===== config.mk =====
export PLATFORM = sky130hd
export DESIGN_NAME = timed_allowlist_table_unit
export DESIGN_NICKNAME = d
export VERILOG_FILES = /design/src/rtl/tat_pkg.sv /design/src/rtl/timed_allowlist_table_unit.sv /design/src/rtl/tat_ram.sv /design/src/rtl/tat_ctrl.sv /design/src/rtl/tat_dpath.sv
export SDC_FILE = /design/constraint.sdc
export NUM_CORES = 1
export LEC_CHECK = 0
export BUFFER_PORTS_ARGS = -buffer_cell sky130_fd_sc_hd__buf_2
export CORE_UTILIZATION = 31
export DETAILED_ROUTE_END_ITERATION = 10
export GPL_TIMING_DRIVEN = 0
export PLACE_DENSITY_LB_ADDON = 0.12
export SLEW_MARGIN = 20
export SYNTH_ARGS = -nofsm -noshare
export SYNTH_HDL_FRONTEND = slang
export SYNTH_HIERARCHICAL = 1
export SYNTH_SLANG_ARGS = --single-unit

===== constraint.sdc =====
create_clock -name clk -period 13.25 [get_ports clk]
set_clock_uncertainty 0.1 [all_clocks]
set_input_delay 0.6625 -clock clk [delete_from_list [all_inputs] [get_ports clk]]
set_output_delay 0.6625 -clock clk [all_outputs]
set_load 0.02 [all_outputs]

===== src/rtl/tat_pkg.sv =====
// ----------------------------------------------------------------------------
// tat_pkg
// Shared types and constants for the timed allowlist table: opcodes, result
// status codes, controller states and the command/status bundles.
// ----------------------------------------------------------------------------
`default_nettype none

package tat_pkg;

  // Table geometry and field widths
  localparam int TAT_ENTRIES     = 5;
  localparam int TAT_KEY_W       = 40;
  localparam int TAT_TIME_W      = 32;
  localparam int TAT_OP_W        = 2;
  localparam int TAT_STATUS_W    = 3;
  localparam int TAT_COUNT_OUT_W = 3;
  localparam int TAT_WORD_W      = TAT_KEY_W + TAT_TIME_W;

  localparam logic [TAT_TIME_W-1:0] TAT_TIMEOUT_RESET = 32'd900000;

  // Opcodes (any other code behaves as a sweep)
  localparam logic [TAT_OP_W-1:0] OP_ADD   = 2'd0;
  localparam logic [TAT_OP_W-1:0] OP_CHECK = 2'd1;
  localparam logic [TAT_OP_W-1:0] OP_SWEEP = 2'd2;

  // Result status codes
  localparam logic [TAT_STATUS_W-1:0] ST_ADDED     = 3'd0;
  localparam logic [TAT_STATUS_W-1:0] ST_REFRESHED = 3'd1;
  localparam logic [TAT_STATUS_W-1:0] ST_FULL      = 3'd2;
  localparam logic [TAT_STATUS_W-1:0] ST_MATCHED   = 3'd3;
  localparam logic [TAT_STATUS_W-1:0] ST_NOMATCH   = 3'd4;
  localparam logic [TAT_STATUS_W-1:0] ST_SWEPT     = 3'd5;

  // Controller states
  typedef enum logic [1:0] {
    TS_IDLE,
    TS_WALK,
    TS_COMMIT
  } tat_state_t;

  // Controller to datapath
  typedef struct packed {
    logic start;   // latch a new request and reset the walk
    logic walk;    // step through the stored entries
    logic commit;  // apply the final update and load the result
  } tat_cmd_t;

  // Datapath to controller
  typedef struct packed {
    logic walk_done;  // every entry issued and evaluated
    logic out_free;   // output register can take a result this cycle
  } tat_sts_t;

endpackage

`default_nettype wire


===== src/rtl/timed_allowlist_table_unit.sv =====
// ----------------------------------------------------------------------------
// timed_allowlist_table_unit
// Compacting table of authorised keys with time stamps and entry aging.
// ----------------------------------------------------------------------------
// Usage:
//   Requests enter on the s_ channel: s_tuser carries the opcode (add or
//   refresh, expire then check, expire only), s_tdata the key and the
//   current millisecond time. Each request gives exactly one result on the
//   m_ channel: m_tuser carries the status, m_tdata the number of entries
//   in use and the number of entries expired by this request.
//   The timeout is written on the cfg_ channel while no request is in
//   flight, a rule for the user that the block itself does not enforce;
//   cfg_ready is always high. A request walks the n entries stored
//   before it one per cycle through the registered read port of the
//   entry memory, then commits once the output register is free, which
//   raises m_tvalid. One request is handled at a time; the next is taken
//   only after the previous one has committed.
//   Reset empties the table and restores the timeout to 900000 ms; the
//   memory needs no clearing since only entries below the count are read.
//   When the receiver stalls, the result stays in the output register and
//   the next request is walked but holds before its commit until the
//   register is taken.
// ----------------------------------------------------------------------------
`default_nettype none

module timed_allowlist_table_unit
  import tat_pkg::*;
#(
  parameter int ENTRIES = TAT_ENTRIES
) (
  input  wire logic        clk,
  input  wire logic        rst,
  // Request channel
  input  wire logic        s_tvalid,
  output logic             s_tready,
  input  wire logic [71:0] s_tdata,   // [39:0] key, [71:40] now_ms
  input  wire logic [1:0]  s_tuser,   // [1:0] opcode
  // Result channel
  output logic             m_tvalid,
  input  wire logic        m_tready,
  output logic [7:0]       m_tdata,   // [2:0] entries_in_use, [5:3] expired_count
  output logic [2:0]       m_tuser,   // [2:0] status
  // Timeout write channel
  input  wire logic        cfg_valid,
  output logic             cfg_ready,
  input  wire logic [31:0] cfg_data
);

  tat_cmd_t cmd;
  tat_sts_t sts;

  logic [TAT_COUNT_OUT_W-1:0] in_use;
  logic [TAT_COUNT_OUT_W-1:0] expired;

  assign cfg_ready = 1'b1;
  assign m_tdata   = {2'b00, expired, in_use};

  tat_ctrl u_ctrl (
    .clk      (clk),
    .rst      (rst),
    .in_valid (s_tvalid),
    .in_ready (s_tready),
    .sts      (sts),
    .cmd      (cmd)
  );

  tat_dpath #(
    .ENTRIES (ENTRIES)
  ) u_dpath (
    .clk         (clk),
    .rst         (rst),
    .cmd         (cmd),
    .sts         (sts),
    .in_op       (s_tuser),
    .in_key      (s_tdata[39:0]),
    .in_now      (s_tdata[71:40]),
    .cfg_we      (cfg_valid && cfg_ready),
    .cfg_data    (cfg_data),
    .out_valid   (m_tvalid),
    .out_ready   (m_tready),
    .out_status  (m_tuser),
    .out_in_use  (in_use),
    .out_expired (expired)
  );

  // An accepted request keeps the block busy in the next cycle
  a_busy_after_accept: assert property (@(posedge clk) disable iff (rst)
    s_tvalid && s_tready |=> !s_tready)
    else $error("request taken while the previous one was still in flight");

  // Add never reports expired entries
  a_add_no_expiry: assert property (@(posedge clk) disable iff (rst)
    m_tvalid && (m_tuser == ST_ADDED || m_tuser == ST_REFRESHED || m_tuser == ST_FULL)
    |-> expired == '0)
    else $error("add reported expired entries");

  // Full is reported only with every entry in use
  a_full_count: assert property (@(posedge clk) disable iff (rst)
    m_tvalid && m_tuser == ST_FULL |-> in_use == TAT_COUNT_OUT_W'(ENTRIES))
    else $error("full reported with free entries");

  // Entry count never exceeds capacity
  a_count_bound: assert property (@(posedge clk) disable iff (rst)
    m_tvalid && (ENTRIES < 8) |-> 32'(in_use) <= 32'(ENTRIES))
    else $error("entry count above capacity");

endmodule

`default_nettype wire


===== src/rtl/tat_ram.sv =====
// ----------------------------------------------------------------------------
// tat_ram
// Generic simple dual-port RAM: one write port, one read port, registered
// read data.
// ----------------------------------------------------------------------------
`default_nettype none

module tat_ram #(
  parameter int WIDTH = 8,
  parameter int DEPTH = 4
) (
  input  wire logic                                  clk,
  input  wire logic                                  we,
  input  wire logic [(DEPTH > 1 ? $clog2(DEPTH) : 1)-1:0] waddr,
  input  wire logic [WIDTH-1:0]                      wdata,
  input  wire logic [(DEPTH > 1 ? $clog2(DEPTH) : 1)-1:0] raddr,
  output logic      [WIDTH-1:0]                      rdata
);

  logic [WIDTH-1:0] mem [DEPTH];

  // Write port
  always_ff @(posedge clk) begin
    if (we) begin
      mem[waddr] <= wdata;
    end
  end

  // Registered read port
  always_ff @(posedge clk) begin
    rdata <= mem[raddr];
  end

endmodule

`default_nettype wire


===== src/rtl/tat_ctrl.sv =====
// ----------------------------------------------------------------------------
// tat_ctrl
// Controller for the timed allowlist table: takes a request, walks the
// table, then commits the update once the output register is free.
// ----------------------------------------------------------------------------
`default_nettype none

module tat_ctrl
  import tat_pkg::*;
(
  input  wire logic     clk,
  input  wire logic     rst,
  input  wire logic     in_valid,
  output logic          in_ready,
  input  wire tat_sts_t sts,
  output tat_cmd_t      cmd
);

  tat_state_t state;
  tat_state_t state_next;

  // State register
  always_ff @(posedge clk) begin
    if (rst) begin
      state <= TS_IDLE;
    end else begin
      state <= state_next;
    end
  end

  // Next state
  always_comb begin
    state_next = state;
    case (state)
      TS_IDLE: begin
        if (in_valid) state_next = TS_WALK;
      end
      TS_WALK: begin
        if (sts.walk_done) state_next = TS_COMMIT;
      end
      TS_COMMIT: begin
        if (sts.out_free) state_next = TS_IDLE;
      end
      default: state_next = TS_IDLE;
    endcase
  end

  // Outputs
  always_comb begin
    in_ready   = 1'b0;
    cmd        = '0;
    case (state)
      TS_IDLE: begin
        in_ready  = 1'b1;
        cmd.start = in_valid;
      end
      TS_WALK: begin
        cmd.walk = 1'b1;
      end
      TS_COMMIT: begin
        cmd.commit = sts.out_free;
      end
      default: begin
        in_ready = 1'b0;
      end
    endcase
  end

endmodule

`default_nettype wire


===== src/rtl/tat_dpath.sv =====
// ----------------------------------------------------------------------------
// tat_dpath
// Datapath for the timed allowlist table: entry memory, walk counters,
// expiry and key comparison, compaction writes and the output register.
// ----------------------------------------------------------------------------
`default_nettype none

module tat_dpath
  import tat_pkg::*;
#(
  parameter int ENTRIES = TAT_ENTRIES
) (
  input  wire logic                       clk,
  input  wire logic                       rst,
  input  wire tat_cmd_t                   cmd,
  output tat_sts_t                        sts,
  input  wire logic [TAT_OP_W-1:0]        in_op,
  input  wire logic [TAT_KEY_W-1:0]       in_key,
  input  wire logic [TAT_TIME_W-1:0]      in_now,
  input  wire logic                       cfg_we,
  input  wire logic [TAT_TIME_W-1:0]      cfg_data,
  output logic                            out_valid,
  input  wire logic                       out_ready,
  output logic [TAT_STATUS_W-1:0]         out_status,
  output logic [TAT_COUNT_OUT_W-1:0]      out_in_use,
  output logic [TAT_COUNT_OUT_W-1:0]      out_expired
);

  localparam int AW = (ENTRIES > 1) ? $clog2(ENTRIES) : 1;
  localparam int CW = $clog2(ENTRIES + 1);
  localparam logic [CW-1:0] FULL_COUNT = CW'(ENTRIES);

  // Request and configuration registers
  logic [TAT_OP_W-1:0]   op;
  logic [TAT_KEY_W-1:0]  key;
  logic [TAT_TIME_W-1:0] now;
  logic [TAT_TIME_W-1:0] timeout;

  // Table and walk state
  logic [CW-1:0] count;
  logic [CW-1:0] rd;
  logic [CW-1:0] wr;
  logic [CW-1:0] removed;
  logic [AW-1:0] ev_idx;
  logic [AW-1:0] hit_idx;
  logic          pend;
  logic          found;

  // Memory ports
  logic                  ram_we;
  logic [AW-1:0]         ram_waddr;
  logic [TAT_WORD_W-1:0] ram_wdata;
  logic [TAT_WORD_W-1:0] ram_rdata;

  // Decoded walk signals
  logic                  is_add;
  logic                  is_check;
  logic                  issue;
  logic                  eval;
  logic [TAT_KEY_W-1:0]  ent_key;
  logic [TAT_TIME_W-1:0] ent_stamp;
  logic [TAT_TIME_W-1:0] age;
  logic                  key_hit;
  logic                  expired;
  logic                  full;
  logic                  keep;
  logic                  add_write;
  logic [CW-1:0]         count_next;
  logic [TAT_STATUS_W-1:0] status_next;

  assign is_add    = (op == OP_ADD);
  assign is_check  = (op == OP_CHECK);
  assign issue     = cmd.walk && (rd != count);
  assign eval      = cmd.walk && pend;
  assign ent_key   = ram_rdata[TAT_WORD_W-1:TAT_TIME_W];
  assign ent_stamp = ram_rdata[TAT_TIME_W-1:0];
  assign age       = now - ent_stamp;
  assign key_hit   = (ent_key == key);
  assign expired   = (age >= timeout);
  assign full      = (count >= FULL_COUNT);
  assign keep      = eval && !is_add && !expired;
  assign add_write = cmd.commit && is_add && (found || !full);

  assign sts.walk_done = (rd == count) && !pend;
  assign sts.out_free  = !out_valid || out_ready;

  // Pick the write: compaction during the walk, add or refresh on commit
  always_comb begin
    ram_we    = keep || add_write;
    ram_waddr = wr[AW-1:0];
    ram_wdata = ram_rdata;
    if (add_write) begin
      ram_waddr = found ? hit_idx : count[AW-1:0];
      ram_wdata = {key, now};
    end
  end

  // Work out the final count and status
  always_comb begin
    count_next  = wr;
    status_next = ST_SWEPT;
    if (is_add) begin
      count_next = count;
      if (found) begin
        status_next = ST_REFRESHED;
      end else if (full) begin
        status_next = ST_FULL;
      end else begin
        status_next = ST_ADDED;
        count_next  = count + CW'(1);
      end
    end else if (is_check) begin
      status_next = found ? ST_MATCHED : ST_NOMATCH;
    end
  end

  tat_ram #(
    .WIDTH (TAT_WORD_W),
    .DEPTH (ENTRIES)
  ) u_ram (
    .clk   (clk),
    .we    (ram_we),
    .waddr (ram_waddr),
    .wdata (ram_wdata),
    .raddr (rd[AW-1:0]),
    .rdata (ram_rdata)
  );

  // Latch the request
  always_ff @(posedge clk) begin
    if (cmd.start) begin
      op  <= in_op;
      key <= in_key;
      now <= in_now;
    end
  end

  // Hold the timeout register
  always_ff @(posedge clk) begin
    if (rst) begin
      timeout <= TAT_TIMEOUT_RESET;
    end else if (cfg_we) begin
      timeout <= cfg_data;
    end
  end

  // Advance the walk: issue reads ahead, evaluate each entry in the cycle after its read
  always_ff @(posedge clk) begin
    if (rst) begin
      pend <= 1'b0;
    end else if (cmd.start) begin
      pend <= 1'b0;
    end else if (cmd.walk) begin
      pend <= issue;
    end
  end

  always_ff @(posedge clk) begin
    if (cmd.start) begin
      rd      <= '0;
      wr      <= '0;
      removed <= '0;
      found   <= 1'b0;
    end else begin
      if (issue) begin
        rd     <= rd + CW'(1);
        ev_idx <= rd[AW-1:0];
      end
      if (eval) begin
        if (is_add) begin
          if (key_hit && !found) begin
            found   <= 1'b1;
            hit_idx <= ev_idx;
          end
        end else if (expired) begin
          removed <= removed + CW'(1);
        end else begin
          wr <= wr + CW'(1);
          if (key_hit) found <= 1'b1;
        end
      end
    end
  end

  // Hold the entry count
  always_ff @(posedge clk) begin
    if (rst) begin
      count <= '0;
    end else if (cmd.commit) begin
      count <= count_next;
    end
  end

  // Output register: load on commit, drop once taken
  always_ff @(posedge clk) begin
    if (rst) begin
      out_valid <= 1'b0;
    end else if (cmd.commit) begin
      out_valid <= 1'b1;
    end else if (out_ready) begin
      out_valid <= 1'b0;
    end
  end

  always_ff @(posedge clk) begin
    if (cmd.commit) begin
      out_status  <= status_next;
      out_in_use  <= TAT_COUNT_OUT_W'(count_next);
      out_expired <= is_add ? '0 : TAT_COUNT_OUT_W'(removed);
    end
  end

endmodule

`default_nettype wire


==> run summary <==
The floorplan die area came out at 79500 µm². The initial antenna violation count is 1. The area growth from synthesis to layout came out at 18.7%. The routed layout has 13900 vias. The post-CTS repair timing setup buffer count came out at 0. The fmax came out at 141 MHz. The worst setup path is launched from a flip-flop.

Global routing finished with a remaining overflow of 0. The congestion estimate from routability-driven global placement came to 0.857. The count of cells along the worst register-to-register path is 26. The combinational share of power is 0.093. The pin count of the biggest net entering global routing is 30. The average routed wire per standard cell is 20.2 µm.

The share of final-layout standard cells stronger than drive strength 1 came out at 0.226. The flow ran to the end, and the final reports show no timing, DRC or antenna violations. The number of placement rows came out at 102. Synthesis produced a netlist whose cell count is 1670. The CTS sink count is 570.

The worst register-to-register path has a setup slack of 6.16 ns. The routing usage on met1 came out at 0.202. The static leakage power is 10.4 nW. The number of filler instances in the final layout is 7436. The number of maximum-capacitance violations came out at 0.

Of the total power, the clock network draws 0.423. The synthesized design contains 570 register bits. TritonCTS built the clock tree.

Summing every instance area after synthesis gives 24300 µm². The worst pin sits at a relative slew slack of 0.386. The number of ports placed on the die boundary came out at 125. The number of global-route vias before repair is 14300.

In this run the tool buffered the top-level ports with 120 buffer cells. The sequential share of the synthesized area came out at 0.655. Summing internal, switching and leakage power gives 4.16 mW. The number of buffers inserted by hold repair at cts is 0. The clock latency on the worst-skew pair is 0.60 ns. The number of enable flip-flop cells after synthesis is 449. In the global route stage, met2 resource usage came out at 0.251. The total global routing track utilization came out at 0.154. Setup violations remaining at the end of the flow were counted as 0. Setup repair after global routing left no endpoint under its margin. The startpoint identified for the worst hold timing path is s_tdata[27]. In the synthesized netlist the dominant register cell turns out to be sky130_fd_sc_hd__edfxtp_1.

The number of cells in the finished layout apart from fillers is 3005. Clock tree synthesis inserted a total of 68 buffers. In the global route stage, met3 resource usage came out at 0.0285.

The most used routing layer in global routing is met2. The count of instances resized after the clock tree is built is 0. In this run the worst path has a maximum fanout of 7. The net switching power figure came out at 0.992 mW. The starting utilization of the core area came out at 0.313.

The startpoint identified for the worst register-to-register timing path is u_dpath/now[0]. The worst setup path category is reg -> reg. The path with the worst hold slack has its endpoint at u_dpath/key[27]. The fraction of the cycle the final worst path needs is 0.535.

The power per cell area is 144 nW/µm². The floorplan step defined a core boundary enclosing 77500 µm². The repair_antennas step left the layout with diodes totalling 0. The routed wire length is 60.6 mm. The count of endpoints failing hold in the final timing report is 0.

The number of iterations in the first detailed-routing pass came out at 4. Clock-pin slew was measured on the worst setup and hold paths at 0.06 ns. The post-synthesis area per instance came out at 14.5 µm².

VDD sags by at most 93.2 µV. The min-delay analysis places its worst path in the category in -> reg. STA classifies the critical path endpoint as a flip-flop.

The synthesis warning total is 6. In the layout the commonest cells are sky130_fd_sc_hd__edfxtp_1 (449), sky130_fd_sc_hd__inv_1 (151), sky130_fd_sc_hd__buf_2 (149). The data arrival time of the critical path came out at 7.29 ns. The remaining antenna violation count is 0. At the pin with the least slew margin, the transition time is 0.920 ns. The endpoint required time on the critical path is 13.45 ns. In this run, the number of DRC markers left after iteration 0 of detailed routing was 767.

After detailed routing, the number of remaining DRC violations is 0. The switching part of the total power came out at 0.238. The first global-routing pass estimated 89.5 mm of wire. The final count of pins violating max slew is 0. The overall die height came out at 282 µm.

The endpoint of the lowest-slack register-to-register path is u_dpath/u_ram/mem[0][42]. The share of total power dissipated in sequential elements is 0.484. The final critical path time including I/O delays and setup is 7.09 ns. In this run the clock root is driven by a sky130_fd_sc_hd__clkbuf_16. The average via count per standard cell came out at 4.63. The number of library cell types mapped by synthesis is 72.

The final core utilization is 0.372. The internal cell power came out at 3.17 mW. Along the worst hold path, the cell count comes to 1.

The horizontal die dimension is 282 µm. In the final design database the tool counted 2092 nets. The proportion of synthesized flip-flops having asynchronous set or reset came out at 0. The half-perimeter wire length after detailed placement came out at 42.6 mm. The smallest hold slack came out at 0.135 ns. The library cell used most frequently in the layout, excluding fill and tap cells, is sky130_fd_sc_hd__edfxtp_1. The number of buffers between clock root and the deepest sink came out at 3. The H-tree depth reported by CTS came out at 3. The number of placed instances, taps included is 2882.
## worst max path at each step
stage	start	to	slack, ns
2_1_floorplan	u_dpath/now[16]	u_dpath/u_ram/mem[0][0]	1.42
3_3_place_gp	u_dpath/now[0]	u_dpath/u_ram/mem[0][42]	-9.24
3_5_place_dp	u_dpath/now[0]	u_dpath/u_ram/mem[0][42]	5.93
4_1_cts	u_dpath/now[0]	u_dpath/u_ram/mem[0][35]	5.91
5_1_grt	u_dpath/now[0]	u_dpath/u_ram/mem[0][35]	5.64
6_report	u_dpath/now[0]	u_dpath/u_ram/mem[0][42]	6.16
## state kept, by name, summed over array words and instances, names as in the netlist
name	flops
u_dpath/u_ram/mem	360
u_dpath/u_ram/rdata	72
u_dpath/key	40
u_dpath/now	32
u_dpath/timeout	32
u_dpath/count	3
u_dpath/ev_idx	3
u_dpath/hit_idx	3
u_dpath/out_expired	3
u_dpath/out_in_use	3
u_dpath/out_status	3
u_dpath/rd	3
u_dpath/removed	3
u_dpath/wr	3
u_ctrl/state	2
u_dpath/op	2
u_dpath/found	1
u_dpath/out_valid	1
u_dpath/pend	1
## worst max-delay path, cell delays in order, from the launching register on
cell	delay, ns
sky130_fd_sc_hd__edfxtp_1	0.36
sky130_fd_sc_hd__inv_1	0.12
sky130_fd_sc_hd__ha_1	0.25
sky130_fd_sc_hd__inv_1	0.08
sky130_fd_sc_hd__fa_1	0.43
sky130_fd_sc_hd__a211oi_1	0.31
sky130_fd_sc_hd__o21ai_1	0.12
sky130_fd_sc_hd__a21oi_1	0.41
sky130_fd_sc_hd__nor4_1	0.20
sky130_fd_sc_hd__o2111ai_1	0.29
sky130_fd_sc_hd__nand3_1	0.17
sky130_fd_sc_hd__a21oi_1	0.20
sky130_fd_sc_hd__xnor2_1	0.15
sky130_fd_sc_hd__ha_1	0.26
sky130_fd_sc_hd__nand4_1	0.13
sky130_fd_sc_hd__nor2_1	0.11
sky130_fd_sc_hd__nand3_1	0.18
sky130_fd_sc_hd__o221ai_1	0.19
sky130_fd_sc_hd__a211oi_2	0.48
sky130_fd_sc_hd__o21ai_1	0.22
sky130_fd_sc_hd__nand2_1	0.20
sky130_fd_sc_hd__nor4b_2	0.73
sky130_fd_sc_hd__buf_4	0.31
sky130_fd_sc_hd__buf_2	0.22
sky130_fd_sc_hd__buf_4	0.19
sky130_fd_sc_hd__buf_4	0.16
sky130_fd_sc_hd__buf_2	0.22
## cells in the mapped netlist, drive strengths merged (3+ instances only)
master | number | share of area
nand3 | 16 | 0.0033
mux2i | 101 | 0.042
o21ai | 28 | 0.0059
buf | 41 | 0.014
inv | 151 | 0.023
nand4 | 13 | 0.0033
xor2 | 17 | 0.0061
or2 | 5 | 0.0013
xnor2 | 55 | 0.020
a21oi | 43 | 0.0089
ha | 68 | 0.035
a21o | 23 | 0.0071
or3 | 4 | 0.0010
o21a | 3 | 0.00093
nand2b | 4 | 0.0010
nand3b | 3 | 0.00093
dfxtp | 121 | 0.10
nor3 | 6 | 0.0012
a211oi | 80 | 0.025
nor2 | 58 | 0.0091
a2111oi | 5 | 0.0026
nand2 | 47 | 0.0073
nor2b | 81 | 0.021
o21bai | 5 | 0.0015
and2 | 6 | 0.0015
edfxtp | 449 | 0.56
o2111ai | 3 | 0.0011
o221ai | 4 | 0.0014
nor4 | 5 | 0.0013
a221oi | 72 | 0.044
mux2 | 70 | 0.032
clkbuf | 37 | 0.0058
o211ai | 16 | 0.0049
## kinds of logic after synthesis
logic type / share of synthesized area
buf+inv: 0.0436
other cells: 0.000309
xor+xnor: 0.0260
fa+ha+maj: 0.0359
flops: 0.655
mux: 0.0741
simple gates: 0.0563
compound gates: 0.109
## per-layer routing
layer / routed length [µm] / part of all wire / vias to the layer above
met2: 28300 / 0.47 / 273
met4: 2010 / 0.033 / 2
met1: 27900 / 0.46 / 6799
met5: 7 / 0.00012 / -
li1: - / - / 6726
met3: 2320 / 0.038 / 113
## through the flow
| stage | TNS [ns] | cell area (µm²) | setup slack (ns) |
|---|---|---|---|
| floorplan | 0 | 24300 | 1.42 |
| global placement | -1964.34 | 26200 | -9.24 |
| detailed placement | 0 | 26700 | 5.93 |
| CTS | 0 | 28800 | 5.91 |
| global route | 0 | 28800 | 5.64 |
| finish | 0 | 28800 | 6.16 |
## power by group through the flow
stage	registers, mW	logic, mW	clock network (mW)
floorplan	2.04	0.264	0
global placement	2.06	0.384	0
detailed placement	2.05	0.396	0
CTS	2.02	0.398	1.83
global route	2.02	0.434	1.90
finish	2.02	0.387	1.76
## area by class of cell
type	count	area [µm²]	share of cell area
clock inverter	29	208	0.00721
sequential	570	15900	0.552
tap	1040	1300	0.0451
multi-input combinational	872	7370	0.256
buffer	78	492	0.0171
clock buffer	94	1890	0.0657
inverter	151	567	0.0197
timing repair buffer	171	1090	0.0378
No activity file was read; power rests on OpenSTA's default activity.
